## config.mk

```make
export PLATFORM = sky130hd
export DESIGN_NAME = utf8_stream_decoder_flat
export DESIGN_NICKNAME = d
export VERILOG_FILES = /design/src/rtl/core/u8d_pkg.sv /design/src/rtl/core/u8d_byte_if.sv /design/src/rtl/core/u8d_cp_if.sv /design/src/rtl/core/utf8_stream_decoder.sv /design/src/rtl/core/u8d_in_stage.sv /design/src/rtl/core/u8d_step.sv /design/src/rtl/core/u8d_out_stage.sv /design/src/flat_wrapper.sv
export SDC_FILE = /design/constraint.sdc
export NUM_CORES = 1
export LEC_CHECK = 0
export BUFFER_PORTS_ARGS = -buffer_cell sky130_fd_sc_hd__buf_4
export CORE_UTILIZATION = 49
export DETAILED_ROUTE_END_ITERATION = 7
export MAX_ROUTING_LAYER = met4
export PLACE_DENSITY = 0.73
export REMOVE_ABC_BUFFERS = 1
export SLEW_MARGIN = 20
export SYNTH_ARGS = -nofsm -noshare
export SYNTH_HDL_FRONTEND = slang
export SYNTH_SLANG_ARGS = --single-unit
```

## constraint.sdc

```tcl
create_clock -name clk -period 2.53 [get_ports clk]
set_clock_uncertainty 0.1 [all_clocks]
set_input_delay 0.253 -clock clk [delete_from_list [all_inputs] [get_ports clk]]
set_output_delay 0.253 -clock clk [all_outputs]
set_load 0.01 [all_outputs]
```

## src/rtl/core/u8d_pkg.sv

```systemverilog
// Shared types and constants for the UTF-8 stream decoder.
// No dependencies; every other file of the decoder imports this package.
package u8d_pkg;

  localparam int unsigned BYTE_W = 8;
  localparam int unsigned CP_W   = 21;
  localparam int unsigned LEN_W  = 3;
  localparam int unsigned REM_W  = 2;

  typedef enum logic [1:0] {
    ST_OK       = 2'd0,
    ST_BAD_CONT = 2'd1,
    ST_BAD_LEAD = 2'd2,
    ST_TRUNC    = 2'd3
  } status_t;

  typedef struct packed {
    logic [BYTE_W-1:0] in_byte;
    logic              end_of_buffer;
  } byte_item_t;

  typedef struct packed {
    logic [CP_W-1:0]  code_point;
    logic [LEN_W-1:0] seq_length;
    status_t          status;
  } result_t;

endpackage

```

## src/rtl/core/u8d_byte_if.sv

```systemverilog
// Valid/ready channel carrying one raw byte and its end-of-buffer flag.
// Depends on u8d_pkg for field widths.
interface u8d_byte_if;
  import u8d_pkg::*;

  logic              valid;
  logic              ready;
  logic [BYTE_W-1:0] in_byte;
  logic              end_of_buffer;

  modport source (output valid, output in_byte, output end_of_buffer, input ready);
  modport sink   (input valid, input in_byte, input end_of_buffer, output ready);
endinterface

```

## src/rtl/core/u8d_cp_if.sv

```systemverilog
// Valid/ready channel carrying one decoded code point, its length and status.
// Depends on u8d_pkg for field widths.
interface u8d_cp_if;
  import u8d_pkg::*;

  logic             valid;
  logic             ready;
  logic [CP_W-1:0]  code_point;
  logic [LEN_W-1:0] seq_length;
  logic [1:0]       status;

  modport source (output valid, output code_point, output seq_length, output status,
                  input ready);
  modport sink   (input valid, input code_point, input seq_length, input status,
                  output ready);
endinterface

```

## src/rtl/core/utf8_stream_decoder.sv

```systemverilog
// UTF-8 stream decoder, top level.
// Depends on u8d_pkg, u8d_byte_if, u8d_cp_if, u8d_in_stage, u8d_step, u8d_out_stage.
//
// The decoder takes one byte per input transaction and returns at most one
// result transaction per byte: a code point with its sequence length and a
// status (ok, bad continuation, bad lead byte, truncated). A byte is first
// captured in the input register; when the result register has room, the step
// logic takes it and any result it closes is loaded into the result register,
// which drives out_chan.valid. A new byte is taken every cycle while the
// result side keeps up; the rate is set by the update of the sequence state
// (accumulator, remaining count, length, error flag), which must finish before
// the next byte is examined. A byte waits in the input register while the
// result register holds an unread result, even if that byte would produce no
// result itself. Bytes that open or continue a sequence produce no result until
// the sequence ends. Overlong forms, surrogates and values above U+10FFFF are
// passed through as ok.
module utf8_stream_decoder (
  input  logic      clk,
  input  logic      rst_n,
  u8d_byte_if.sink  in_chan,
  u8d_cp_if.source  out_chan
);
  import u8d_pkg::*;

  logic       item_valid;
  byte_item_t item;
  logic       consume;
  logic       res_space;
  logic       res_valid;
  result_t    res;
  logic       res_load;

  // Input register; it refills in the same cycle the step logic takes its byte.
  u8d_in_stage u_in (
    .clk        (clk),
    .rst_n      (rst_n),
    .in_chan    (in_chan),
    .consume    (consume),
    .item_valid (item_valid),
    .item       (item)
  );

  // Sequence state and result formation. A byte is only taken when the result
  // register has room, so a result is never dropped.
  u8d_step u_step (
    .clk        (clk),
    .rst_n      (rst_n),
    .item_valid (item_valid),
    .item       (item),
    .res_space  (res_space),
    .consume    (consume),
    .res_valid  (res_valid),
    .res        (res)
  );

  assign res_load = consume && res_valid;

  // Result register toward the consumer.
  u8d_out_stage u_out (
    .clk       (clk),
    .rst_n     (rst_n),
    .res_load  (res_load),
    .res       (res),
    .res_space (res_space),
    .out_chan  (out_chan)
  );
endmodule

```

## src/rtl/core/u8d_in_stage.sv

```systemverilog
// Input register of the UTF-8 decoder: captures one byte transaction.
// Depends on u8d_pkg and u8d_byte_if.
module u8d_in_stage (
  input  logic                clk,
  input  logic                rst_n,
  u8d_byte_if.sink            in_chan,
  input  logic                consume,
  output logic                item_valid,
  output u8d_pkg::byte_item_t item
);
  import u8d_pkg::*;

  logic       vld_r;
  logic       vld_nxt;
  byte_item_t item_r;
  logic       load;

  // The register frees up in the same cycle its content is consumed.
  assign in_chan.ready = !vld_r || consume;
  assign load          = in_chan.valid && in_chan.ready;

  always_comb begin
    vld_nxt = vld_r;
    if (load) begin
      vld_nxt = 1'b1;
    end else if (consume) begin
      vld_nxt = 1'b0;
    end
  end

  always_ff @(posedge clk) begin
    if (!rst_n) begin
      vld_r <= 1'b0;
    end else begin
      vld_r <= vld_nxt;
    end
  end

  always_ff @(posedge clk) begin
    if (load) begin
      item_r.in_byte       <= in_chan.in_byte;
      item_r.end_of_buffer <= in_chan.end_of_buffer;
    end
  end

  assign item_valid = vld_r;
  assign item       = item_r;
endmodule

```

## src/rtl/core/u8d_step.sv

```systemverilog
// Sequence tracking for the UTF-8 decoder: classifies each byte, keeps the
// accumulator and counters, and forms the result. Depends on u8d_pkg.
module u8d_step (
  input  logic                clk,
  input  logic                rst_n,
  input  logic                item_valid,
  input  u8d_pkg::byte_item_t item,
  input  logic                res_space,
  output logic                consume,
  output logic                res_valid,
  output u8d_pkg::result_t    res
);
  import u8d_pkg::*;

  logic [CP_W-1:0]  acc_r,  acc_nxt;
  logic [REM_W-1:0] rem_r,  rem_nxt;
  logic [LEN_W-1:0] len_r,  len_nxt;
  logic             cerr_r, cerr_nxt;

  logic [BYTE_W-1:0] b;
  logic              last;
  logic [LEN_W-1:0]  lead_len;
  logic [CP_W-1:0]   lead_payload;
  logic              lead_ascii;
  logic              lead_bad;
  logic [CP_W-1:0]   acc_upd;
  logic              cerr_upd;
  logic [REM_W-1:0]  rem_dec;

  assign b       = item.in_byte;
  assign last    = item.end_of_buffer;
  assign consume = item_valid && res_space;

  // Lead byte classification by its high bits.
  always_comb begin
    lead_ascii   = 1'b0;
    lead_bad     = 1'b0;
    lead_len     = '0;
    lead_payload = '0;
    if (!b[7]) begin
      lead_ascii   = 1'b1;
      lead_len     = LEN_W'(1);
      lead_payload = CP_W'(b[6:0]);
    end else if (b[7:5] == 3'b110) begin
      lead_len     = LEN_W'(2);
      lead_payload = CP_W'(b[4:0]);
    end else if (b[7:4] == 4'b1110) begin
      lead_len     = LEN_W'(3);
      lead_payload = CP_W'(b[3:0]);
    end else if (b[7:3] == 5'b11110) begin
      lead_len     = LEN_W'(4);
      lead_payload = CP_W'(b[2:0]);
    end else begin
      lead_bad = 1'b1;
    end
  end

  // Continuation byte: once an error is seen, later bytes are only counted.
  always_comb begin
    acc_upd  = acc_r;
    cerr_upd = cerr_r;
    if (!cerr_r) begin
      if (b[7:6] != 2'b10) begin
        cerr_upd = 1'b1;
      end else begin
        acc_upd = {acc_r[CP_W-7:0], b[5:0]};
      end
    end
    rem_dec = rem_r - REM_W'(1);
  end

  always_comb begin
    acc_nxt   = acc_r;
    rem_nxt   = rem_r;
    len_nxt   = len_r;
    cerr_nxt  = cerr_r;
    res_valid = 1'b0;
    res       = '{code_point: '0, seq_length: '0, status: ST_OK};
    if (rem_r == '0) begin
      if (lead_ascii) begin
        res_valid = 1'b1;
        res       = '{code_point: lead_payload, seq_length: lead_len, status: ST_OK};
      end else if (lead_bad) begin
        res_valid = 1'b1;
        res       = '{code_point: '0, seq_length: '0, status: ST_BAD_LEAD};
      end else if (last) begin
        res_valid = 1'b1;
        res       = '{code_point: '0, seq_length: lead_len, status: ST_TRUNC};
      end else begin
        acc_nxt  = lead_payload;
        rem_nxt  = REM_W'(lead_len - LEN_W'(1));
        len_nxt  = lead_len;
        cerr_nxt = 1'b0;
      end
    end else begin
      if (rem_dec == '0) begin
        res_valid = 1'b1;
        if (cerr_upd) begin
          res = '{code_point: '0, seq_length: len_r, status: ST_BAD_CONT};
        end else begin
          res = '{code_point: acc_upd, seq_length: len_r, status: ST_OK};
        end
        acc_nxt  = '0;
        rem_nxt  = '0;
        len_nxt  = '0;
        cerr_nxt = 1'b0;
      end else if (last) begin
        res_valid = 1'b1;
        res       = '{code_point: '0, seq_length: len_r, status: ST_TRUNC};
        acc_nxt   = '0;
        rem_nxt   = '0;
        len_nxt   = '0;
        cerr_nxt  = 1'b0;
      end else begin
        acc_nxt  = acc_upd;
        rem_nxt  = rem_dec;
        cerr_nxt = cerr_upd;
      end
    end
  end

  always_ff @(posedge clk) begin
    if (!rst_n) begin
      acc_r  <= '0;
      rem_r  <= '0;
      len_r  <= '0;
      cerr_r <= 1'b0;
    end else if (consume) begin
      acc_r  <= acc_nxt;
      rem_r  <= rem_nxt;
      len_r  <= len_nxt;
      cerr_r <= cerr_nxt;
    end
  end
endmodule

```

## src/rtl/core/u8d_out_stage.sv

```systemverilog
// Result register of the UTF-8 decoder: holds one result transaction.
// Depends on u8d_pkg and u8d_cp_if.
module u8d_out_stage (
  input  logic             clk,
  input  logic             rst_n,
  input  logic             res_load,
  input  u8d_pkg::result_t res,
  output logic             res_space,
  u8d_cp_if.source         out_chan
);
  import u8d_pkg::*;

  logic    vld_r;
  logic    vld_nxt;
  result_t res_r;

  assign res_space = !vld_r || out_chan.ready;

  always_comb begin
    vld_nxt = vld_r;
    if (res_load) begin
      vld_nxt = 1'b1;
    end else if (out_chan.ready) begin
      vld_nxt = 1'b0;
    end
  end

  always_ff @(posedge clk) begin
    if (!rst_n) begin
      vld_r <= 1'b0;
    end else begin
      vld_r <= vld_nxt;
    end
  end

  always_ff @(posedge clk) begin
    if (res_load) begin
      res_r <= res;
    end
  end

  assign out_chan.valid      = vld_r;
  assign out_chan.code_point = res_r.code_point;
  assign out_chan.seq_length = res_r.seq_length;
  assign out_chan.status     = res_r.status;
endmodule

```

## src/flat_wrapper.sv

```systemverilog
// flat-port wrapper written by rule: the top's interface ports become plain ports
module utf8_stream_decoder_flat import u8d_pkg::*;
  (clk, rst_n, in_chan_valid, in_chan_in_byte, in_chan_end_of_buffer, in_chan_ready, out_chan_valid, out_chan_code_point, out_chan_seq_length, out_chan_status, out_chan_ready);
  u8d_byte_if in_chan_i ();
  u8d_cp_if out_chan_i ();
  input  logic clk;
  input  logic rst_n;
  input wire logic [$bits(in_chan_i.valid)-1:0] in_chan_valid;
  input wire logic [$bits(in_chan_i.in_byte)-1:0] in_chan_in_byte;
  input wire logic [$bits(in_chan_i.end_of_buffer)-1:0] in_chan_end_of_buffer;
  output wire logic [$bits(in_chan_i.ready)-1:0] in_chan_ready;
  output wire logic [$bits(out_chan_i.valid)-1:0] out_chan_valid;
  output wire logic [$bits(out_chan_i.code_point)-1:0] out_chan_code_point;
  output wire logic [$bits(out_chan_i.seq_length)-1:0] out_chan_seq_length;
  output wire logic [$bits(out_chan_i.status)-1:0] out_chan_status;
  input wire logic [$bits(out_chan_i.ready)-1:0] out_chan_ready;
  assign in_chan_i.valid = in_chan_valid;
  assign in_chan_i.in_byte = in_chan_in_byte;
  assign in_chan_i.end_of_buffer = in_chan_end_of_buffer;
  assign in_chan_ready = in_chan_i.ready;
  assign out_chan_valid = out_chan_i.valid;
  assign out_chan_code_point = out_chan_i.code_point;
  assign out_chan_seq_length = out_chan_i.seq_length;
  assign out_chan_status = out_chan_i.status;
  assign out_chan_i.ready = out_chan_ready;
  utf8_stream_decoder u_core (.clk(clk), .rst_n(rst_n), .in_chan(in_chan_i), .out_chan(out_chan_i));
endmodule
```

# Yosys cells after proc, flatten, opt, wreduce, memory -nomap -nowiden
# Index checks and enable logic that the tools add are counted.
[totals] reg_bits=64 output_inout_bits=28 word_cells=90
[classes] addsub=2 n_eq_ne=7 muxes=56 reduce_logical=14
[op_table] op="$mux W21" n=8
[op_table] op="$mux W26" n=3
[op_table] op="$mux W3" n=11
[op_table] op="$mux W1" n=21
[op_table] op="$mux W5" n=4
[op_table] op="$mux W12" n=1
[op_table] op="$mux W2" n=6
[op_table] op="$mux W7" n=1
[op_table] op="$ne A2 B2 Y1 const B" n=3
[op_table] op="$eq A5 B5 Y1 const B" n=1
[op_table] op="$reduce_and A5 Y1" n=1
[op_table] op="$eq A4 B4 Y1 const B" n=1
[op_table] op="$logic_not A2 Y1" n=2
[op_table] op="$mux W4" n=1
[op_table] op="$reduce_and A4 Y1" n=1
[op_table] op="$reduce_bool A2 Y1" n=2
[op_table] op="$sub A2 B1 Y2 const B" n=2
[op_table] op="$eq A3 B3 Y1 const B" n=1
[op_table] op="$logic_and A1 B1 Y1" n=3
[op_table] op="$reduce_bool A3 Y1" n=1
[op_table] op="$logic_not A1 Y1" n=2
[op_table] op="$logic_or A1 B1 Y1" n=2
[op_table] op="$ne A2 B1 Y1 const B" n=1

# Depth between registers and ports, before layout
# Gate-level depths: netlist (run 1).
[logic_depth] ltp_word=10 mapped_depth=8 depth_no_buf=6

# Cells and area by module
# From an unflattened synthesis (run 1), not the netlist that was laid out.
[unflattened] cells_unflattened=184 area_unflattened_um2=2419.8
[by_module_without_submodules] module="u8d_step" n_inst=1 cells_each=139 area_each_um2=1256.2
[by_module_without_submodules] module="u8d_out_stage" n_inst=1 cells_each=30 area_each_um2=829.5
[by_module_without_submodules] module="u8d_in_stage" n_inst=1 cells_each=14 area_each_um2=327.8
[by_module_without_submodules] module="utf8_stream_decoder" n_inst=1 cells_each=1 area_each_um2=6.3

# Least setup slack after synthesis (run 1)
# Ideal clock, no wire load.
[synth_timing] path_type="register to register" start="register u_core.u_step.rem_r[0]" end="register u_core.u_out.res_r (netlist bit u_core.u_out.out_chan.code_point[0]) (enable)" setup_ns=0.409 t_arrival_ns=2.212 path_slack_ns=-0.191 stages_incl_launch_ff=8 period_less_slack_ns=2.721 path_cell_list="dfxtp_1 > inv_1 > ha_1 > buf_2 > nand3_1 > o22a_1 > nor2_1 > nor2_1"
[synth_via] elab_chain_cells=5 word_cells_on_any_way=6 cone_classes="add/sub (1); mux (2); reduce/logical (3)"
[synth_rtl] item="start, declared" line="u8d_step.sv:16" source="logic [REM_W-1:0] rem_r, rem_nxt;"
[synth_rtl] item="start signal, assigned" line="u8d_step.sv:130" source="rem_r <= rem_nxt;"
[synth_rtl] item="$sub A2 B1 Y2" line="u8d_step.sv:69" source="rem_dec = rem_r - REM_W'(1);"
[synth_rtl] item="$logic_not A2 Y1" line="u8d_step.sv:96" source="if (rem_dec == '0) begin"
[synth_rtl] item="$mux W1" line="u8d_step.sv:96"
[synth_rtl] item="$mux W1 *" line="u8d_step.sv:79" source="if (rem_r == '0) begin"
[synth_rtl] item="$logic_and A1 B1 Y1 *" line="utf8_stream_decoder.sv:56" source="assign res_load = consume && res_valid;"
[synth_rtl] item="via u_core.res_load" line="utf8_stream_decoder.sv:31" source="logic res_load;"
[synth_rtl] item="end signal, assigned" line="u8d_out_stage.sv:38" source="res_r <= res;"
[synth_rtl] item="end, declared" line="u8d_out_stage.sv:15" source="result_t res_r;"
# Mark *: on every way through the listed nets, which the timed path passes. The rest lies on a longest branch.
# A chain may end at the register's enable or synchronous reset.

# Final worst setup path (run 1)
[layout_timing] start="register u_core.u_step.rem_r[0]" end="register u_core.u_out.res_r (netlist bit u_core.u_out.out_chan.code_point[5]) (enable)"
# Same word-level chain as after synthesis.

==> results.toml, run 1 <==
[detailed_routing]
routed-wl-met2_mm = 2.038
antenna_left = 0
dr.max_layer_used = "met4"
firstDrtPassIters = 4
routed-wl-met3_um = 249
vias = 1611
wl_met1_mm = 1.906
drt-initial-drc-count = 97
wl_mm = 4.296
drc_errors = 0
wl_per_cell_um = 13.81
viasPerCell = 5.180

[yosys]
synth_area_per_cell_um2 = 13.01
ys_seq_area_share_pct = 63.15
yosys.area.top_type_share_pct = 43.91
synth-compound-area-share_pct = 15.84
ys_types = 48
synthArstFlopShare_pct = 0
synth_adder_area_share_pct = 1.045
synth_mux_area_share_pct = 0.4182
yosys.area_share.simple_pct = 15.26
synthesis.area_um2 = 2394
yosysMostFrequentCell = "edfxtp_1"
synthXorXnorAreaFrac_pct = 0
synth-warning-count = 0
ys_seq_elements = 58
ys_top_cells_by_count = "35 x edfxtp_1, 23 x dfxtp_1, 17 x and2_1"
synthCells = 184
synth_area_leaders = "edfxtp_1 44%, dfxtp_1 19%, a22o_1 5.1%"
yosysTopAreaCell = "edfxtp_1"
synth_top_family_by_area = "compound AO/OA/AOI/OAI gates"
synth_edf_count = 35
ys.flop_type = "edfxtp_1"

[clock_network]
clock_path_buffers = 2
htreeDepth = 3
cts_root_buf = "clkbuf_8"
cts_setup_buffers = 0
numCtsBuffers = 9
clk_pin_slew_worst_paths_ns = 0.07
cts.sink_count = 58
insertion_delay_ns = 0.33
cts_tree = "done"

[place]
preCtsSetupSlack_ns = 0.4351
io_buffers = 40
gp_congestion = 0.9343
hpwl_mm = 2.828
placement.cell_area_um2 = 2726

[layout]
layout.nets = 254
num_antenna_cells = 0
multiInputGateArea_um2 = 782.0
area_growth_pct = 26.82
fin_area_um2 = 3035
seqCellArea_um2 = 1511
nFillCells = 365
drive_gt1_share_pct = 27.87

[pwr]
fin_total_pwr_mw = 2.171
powerDensity_nw_per_um2 = 715.3
ir_drop_uv = 434.6
p_leak_nw = 1.198

[timing]
finalCriticalPeriod_ns = 2.133
fin_ws_ns = 0.3968
period_share_pct = 84.32
hold_viol = 0
rsz0062_at_grt = "no"
setup_viol = 0
drv_slew = 0
tightest_slew_ns = 0.5391
fmax_mhz = 468.8
slew_headroom_pct = 64.06

[flow_run]
drv_cap = 0

[global_routing]
antenna_found_initial = 0
grt-ovfl-total = 0
grt_usage_pct = 19.28
grt_pass1_vias = 1527
grt_pass1_wl_mm = 7.079
grt_max_degree = 27

[worst_setup_path]
crit_type = "reg2reg"
cp.required_ns = 2.49
worst_setup_path_start_kind = "register"
crit_fanout = 26
worstPathArrival_ns = 2.09
cp-end-kind = "register"

[floorplanning]
die_area_um2 = 5168
die_h_um = 71.89
fp.dieW_um = 71.89
design.portCount = 41
core_um2 = 4723
start_util_pct = 50.68
rows = 25

[status]
outcome = "complete, no violations"

[min_path]
hp-class = "in2reg"
-- flip-flops by register name (all words and copies together) (netlist names) --
| register | flops |
|---|---|
| u_core.u_in.item | 9 |
| u_core.u_in.item_valid | 1 |
| u_core.u_out.out_chan.code_point | 21 |
| u_core.u_out.out_chan.seq_length | 3 |
| u_core.u_out.out_chan.status | 2 |
| u_core.u_out.out_chan.valid | 1 |
| u_core.u_step.acc_r | 15 |
| u_core.u_step.cerr_r | 1 |
| u_core.u_step.len_r | 3 |
| u_core.u_step.rem_r | 2 |
-- cell families (layout without fill, tap and decap cells) --
group | Yosys count | in the layout
multiplexers | 1 | 1
AND/OR/NAND/NOR | 63 | 63
flip-flops | 58 | 58
AO/OA/AOI/OAI | 45 | 45
adder cells (fa/ha/maj) | 2 | 2
buffers and inverters | 15 | 75
-- power breakdown --
| part | switching, mW | total, mW | internal, mW |
|---|---|---|---|
| clock | 0.356 | 0.934 | 0.578 |
| combinational | 0.0954 | 0.177 | 0.0820 |
| sequential | 0.0211 | 1.06 | 1.04 |
| total | 0.472 | 2.17 | 1.70 |
-- cell type report --
type / count / share of cell area, %
Sequential cell: 58 / 49.79
Multi-Input combinational cell: 111 / 25.76
Timing Repair Buffer: 52 / 13.60
Clock buffer: 11 / 4.658
Tap cell: 67 / 2.762
Clock inverter: 5 / 2.556
Inverter: 7 / 0.8656
-- stage by stage --
step	cells	setup TNS (ns)	utilization, %	hold WS, ns
6_report	311	0	64.26	0.03358
3_3_place_gp	286	0	57.72	0.3324
4_1_cts	311	0	64.26	0.02022
3_5_place_dp	286	0	57.72	0.3324
5_1_grt	311	0	64.26	0.02000
2_1_floorplan	176	-4.273	-	0.2519
-- critical path: stages (launching register included) --
cell	delay [ns]
dfxtp_1	0.33
inv_1	0.08
ha_1	0.50
nand3_1	0.21
o22a_1	0.20
nor2_1	0.15
nor2_2	0.04
buf_4	0.23
-- metal layers --
layer  vias to the layer above  global-route usage [%]
met5                         -                       -
met3                        14                   5.833
li1                        797                       -
met1                       736                   23.86
met4                         0                   11.11
met2                        64                   28.20
-- repair_timing --
action	CTS	global route
endpoints found under the hold margin	9	0
hold buffers	9	0
resized for setup	0	0
-- cells in the final DEF, fill, tap and decap left out, types with 3 or more instances in the layout --
| cell | n |
|---|---|
| buf_4 | 43 |
| edfxtp_1 | 35 |
| dfxtp_1 | 23 |
| and2_1 | 17 |
| a22o_1 | 14 |
| nor2_1 | 11 |
| nand2_1 | 10 |
| clkbuf_8 | 10 |
| dlygate4sd3_1 | 9 |
| nor2b_1 | 7 |
| inv_1 | 7 |
| nor3_1 | 4 |
| a32o_1 | 4 |
| a21oi_1 | 4 |
| o21ai_0 | 3 |
-- path summary, 6_finish.rpt --
path	start	end	slack, ns	cells after the start
worst max-delay path	u_core.u_step.rem_r[0]	u_core.u_out.out_chan.code_point[5]	0.40	7
worst min register to register	u_core.u_step.acc_r[10]	u_core.u_step.acc_r[10]	0.37	1
worst min-delay path	in_chan_valid	u_core.u_in.item_valid	0.03	3
worst max register to register	u_core.u_step.rem_r[0]	u_core.u_out.out_chan.code_point[5]	0.40	7
Power figures use the tool's default switching activity.
==> inputs of run 2 (changes only) <==
==> constraint.sdc (replaced) <==
create_clock -name clk -period 1.9 [get_ports clk]
set_clock_uncertainty 0.1 [all_clocks]
set_input_delay 0.19 -clock clk [delete_from_list [all_inputs] [get_ports clk]]
set_output_delay 0.19 -clock clk [all_outputs]
set_load 0.01 [all_outputs]
==> run 2 against run 1 <==
Sequential share of layout area shrank 2.3 points. Routed wire length grew 11%. Largest cell class unchanged. Highest routed layer unchanged. Register-to-register slack lost 0.33 ns. Core utilization grew 3.2 points. Largest power group unchanged. Via count grew 7.9%. Critical path type unchanged. Total power grew 40%. Critical path depth is the same. Global-route usage grew 1.9 points. Combinational power grew 60%.
==> results.toml, run 2 (synthesis gave the netlist of run 1 again) <==
[status]
outcome = "complete, no violations"

[timing]
period_share_pct = 96.22
fmax_mhz = 547.0
rsz0062_at_grt = "yes"
setup_viol = 0
drv_slew = 0
finalCriticalPeriod_ns = 1.828
hold_viol = 0
slew_headroom_pct = 72.82
tightest_slew_ns = 0.4061

[layout]
final_common_cell = "buf_4"
area_growth_pct = 33.09
num_antenna_cells = 0
layout.nets = 269
largest_register_ffs = 21
layoutNonFillerInstCount = 326
drive_gt1_share_pct = 32.43
mostFrequentLayoutCells = "56 x buf_4, 35 x edfxtp_1, 23 x dfxtp_1"

[clock_network]
cts.sink_count = 58
clk_pin_slew_worst_paths_ns = 0.07
clock_path_buffers = 2
htreeDepth = 3
numCtsBuffers = 9
insertion_delay_ns = 0.33
cts_tree = "done"
cts_root_buf = "clkbuf_8"

[pwr]
power_frac_seq_pct = 46.2
ir_drop_uv = 812.9
fin_total_pwr_mw = 3.036
swShare_pct = 21.25
clkPwrFrac_pct = 44.4
powerDensity_nw_per_um2 = 952.9
power_frac_comb_pct = 9.3
switching_power_mw = 0.6451
p_leak_nw = 1.278
p_int_mw = 2.390

[worst_setup_path]
path_cells = "inv_1 -> ha_2 -> nand3_1 -> o22a_1 -> nor2_1 -> nor2_2 -> buf_4"
crit_buf_inv = 2
cp-end-kind = "register"
crit_fanout = 13
cp.required_ns = 1.88
critical_path.top_delay_family = "simple AND/OR/NAND/NOR gates"
worst_setup_path_start_kind = "register"
max_stage_delay_ns = 0.33
cp_slowest_cell = "dfxtp_1"
crit_type = "reg2reg"
worstPathArrival_ns = 1.81

[detailed_routing]
antenna_left = 0
wl_mm = 4.759
wl_per_cell_um = 14.60
firstDrtPassIters = 4
vias = 1738
drt-initial-drc-count = 107
drc_errors = 0
viasPerCell = 5.331

[global_routing]
grt_pass1_vias = 1603
grt-ovfl-total = 0
grt_max_degree = 16
antenna_found_initial = 0
grt_usage_pct = 21.13
grt_pass1_wl_mm = 7.734

[min_path]
hp-class = "in2reg"

[floorplanning]
rows = 25
die_h_um = 71.89
fp.dieW_um = 71.89
die_area_um2 = 5168
start_util_pct = 50.68
design.portCount = 41
core_um2 = 4723

[place]
hpwl_mm = 3.229
gp_congestion = 0.8961
numPlacedInstances = 297
io_buffers = 40

[flow_run]
drv_cap = 0
-- run 2: final cells by class --
class	instances	area, um^2
fill	336	1538
sequential	58	1511
multi-input combinational	111	789.5
timing repair buffer	67	540.5
clock buffer	11	131.4
clock inverter	5	102.6
tap	67	83.83
inverter	7	26.28
-- run 2: final timing paths --
| check | startpoint | endpoint | slack [ns] | cells after the start |
|---|---|---|---|---|
| min reg2reg | u_core.u_step.acc_r[14] | u_core.u_step.acc_r[14] | 0.37 | 1 |
| min | rst_n | u_core.u_step.cerr_r | 0.03 | 2 |
| max | u_core.u_step.rem_r[0] | u_core.u_out.out_chan.code_point[9] | 0.07 | 7 |
| max reg2reg | u_core.u_step.rem_r[0] | u_core.u_out.out_chan.code_point[9] | 0.07 | 7 |
-- run 2: repair_timing --
action                     CTS  global route
hold endpoints to repair    10             0
setup endpoints to repair   15            50
cloned                       0             0
resized for setup            1             1
buffers inserted             0             3
hold buffers                10             0
pin swaps                    0             1
-- run 2: per-layer routing --
metal	routed length [um]	GRT usage, %	vias to the layer above	share of wire (%)
met5	0	-	-	0
met4	116	10.89	0	2.4
met3	265	7.083	11	5.6
met2	2368	32.81	68	50
met1	2007	24.56	826	42
li1	-	-	833	-
-- run 2: power by group through the flow --
stage	Combinational (mW)	Clock (mW)	Sequential, mW
final	0.284	1.35	1.40
after global routing	0.307	1.45	1.41
after CTS	0.271	1.37	1.40
after detailed placement	0.252	0	1.43
after global placement	0.252	0	1.43
after floorplan	0.114	0	1.45
-- run 2: through the flow --
stage          hold slack, ns  TNS [ns]  worst slack (ns)  util [%]  cell area [um^2]
4_1_cts               0.02166         0           0.01239     66.91              3161
3_3_place_gp           0.2681   -0.9813          -0.04205     59.74              2821
2_1_floorplan          0.1889    -21.17           -0.7944         -              2317
3_5_place_dp           0.2694         0          0.009750     59.74              2821
6_report              0.02633         0           0.07177     67.44              3186
5_1_grt               0.01579   -0.5479          -0.05534     67.44              3186
-- run 2: worst reg2reg max path, delay by kind of cell, from the launching register on --
kind / cells / cell delay [ns]
AND/OR/NAND/NOR: 3 / 0.41
buffers and inverters: 2 / 0.29
adder cells (fa/ha/maj): 1 / 0.27
AO/OA/AOI/OAI: 1 / 0.19
flip-flops: 1 / 0.33
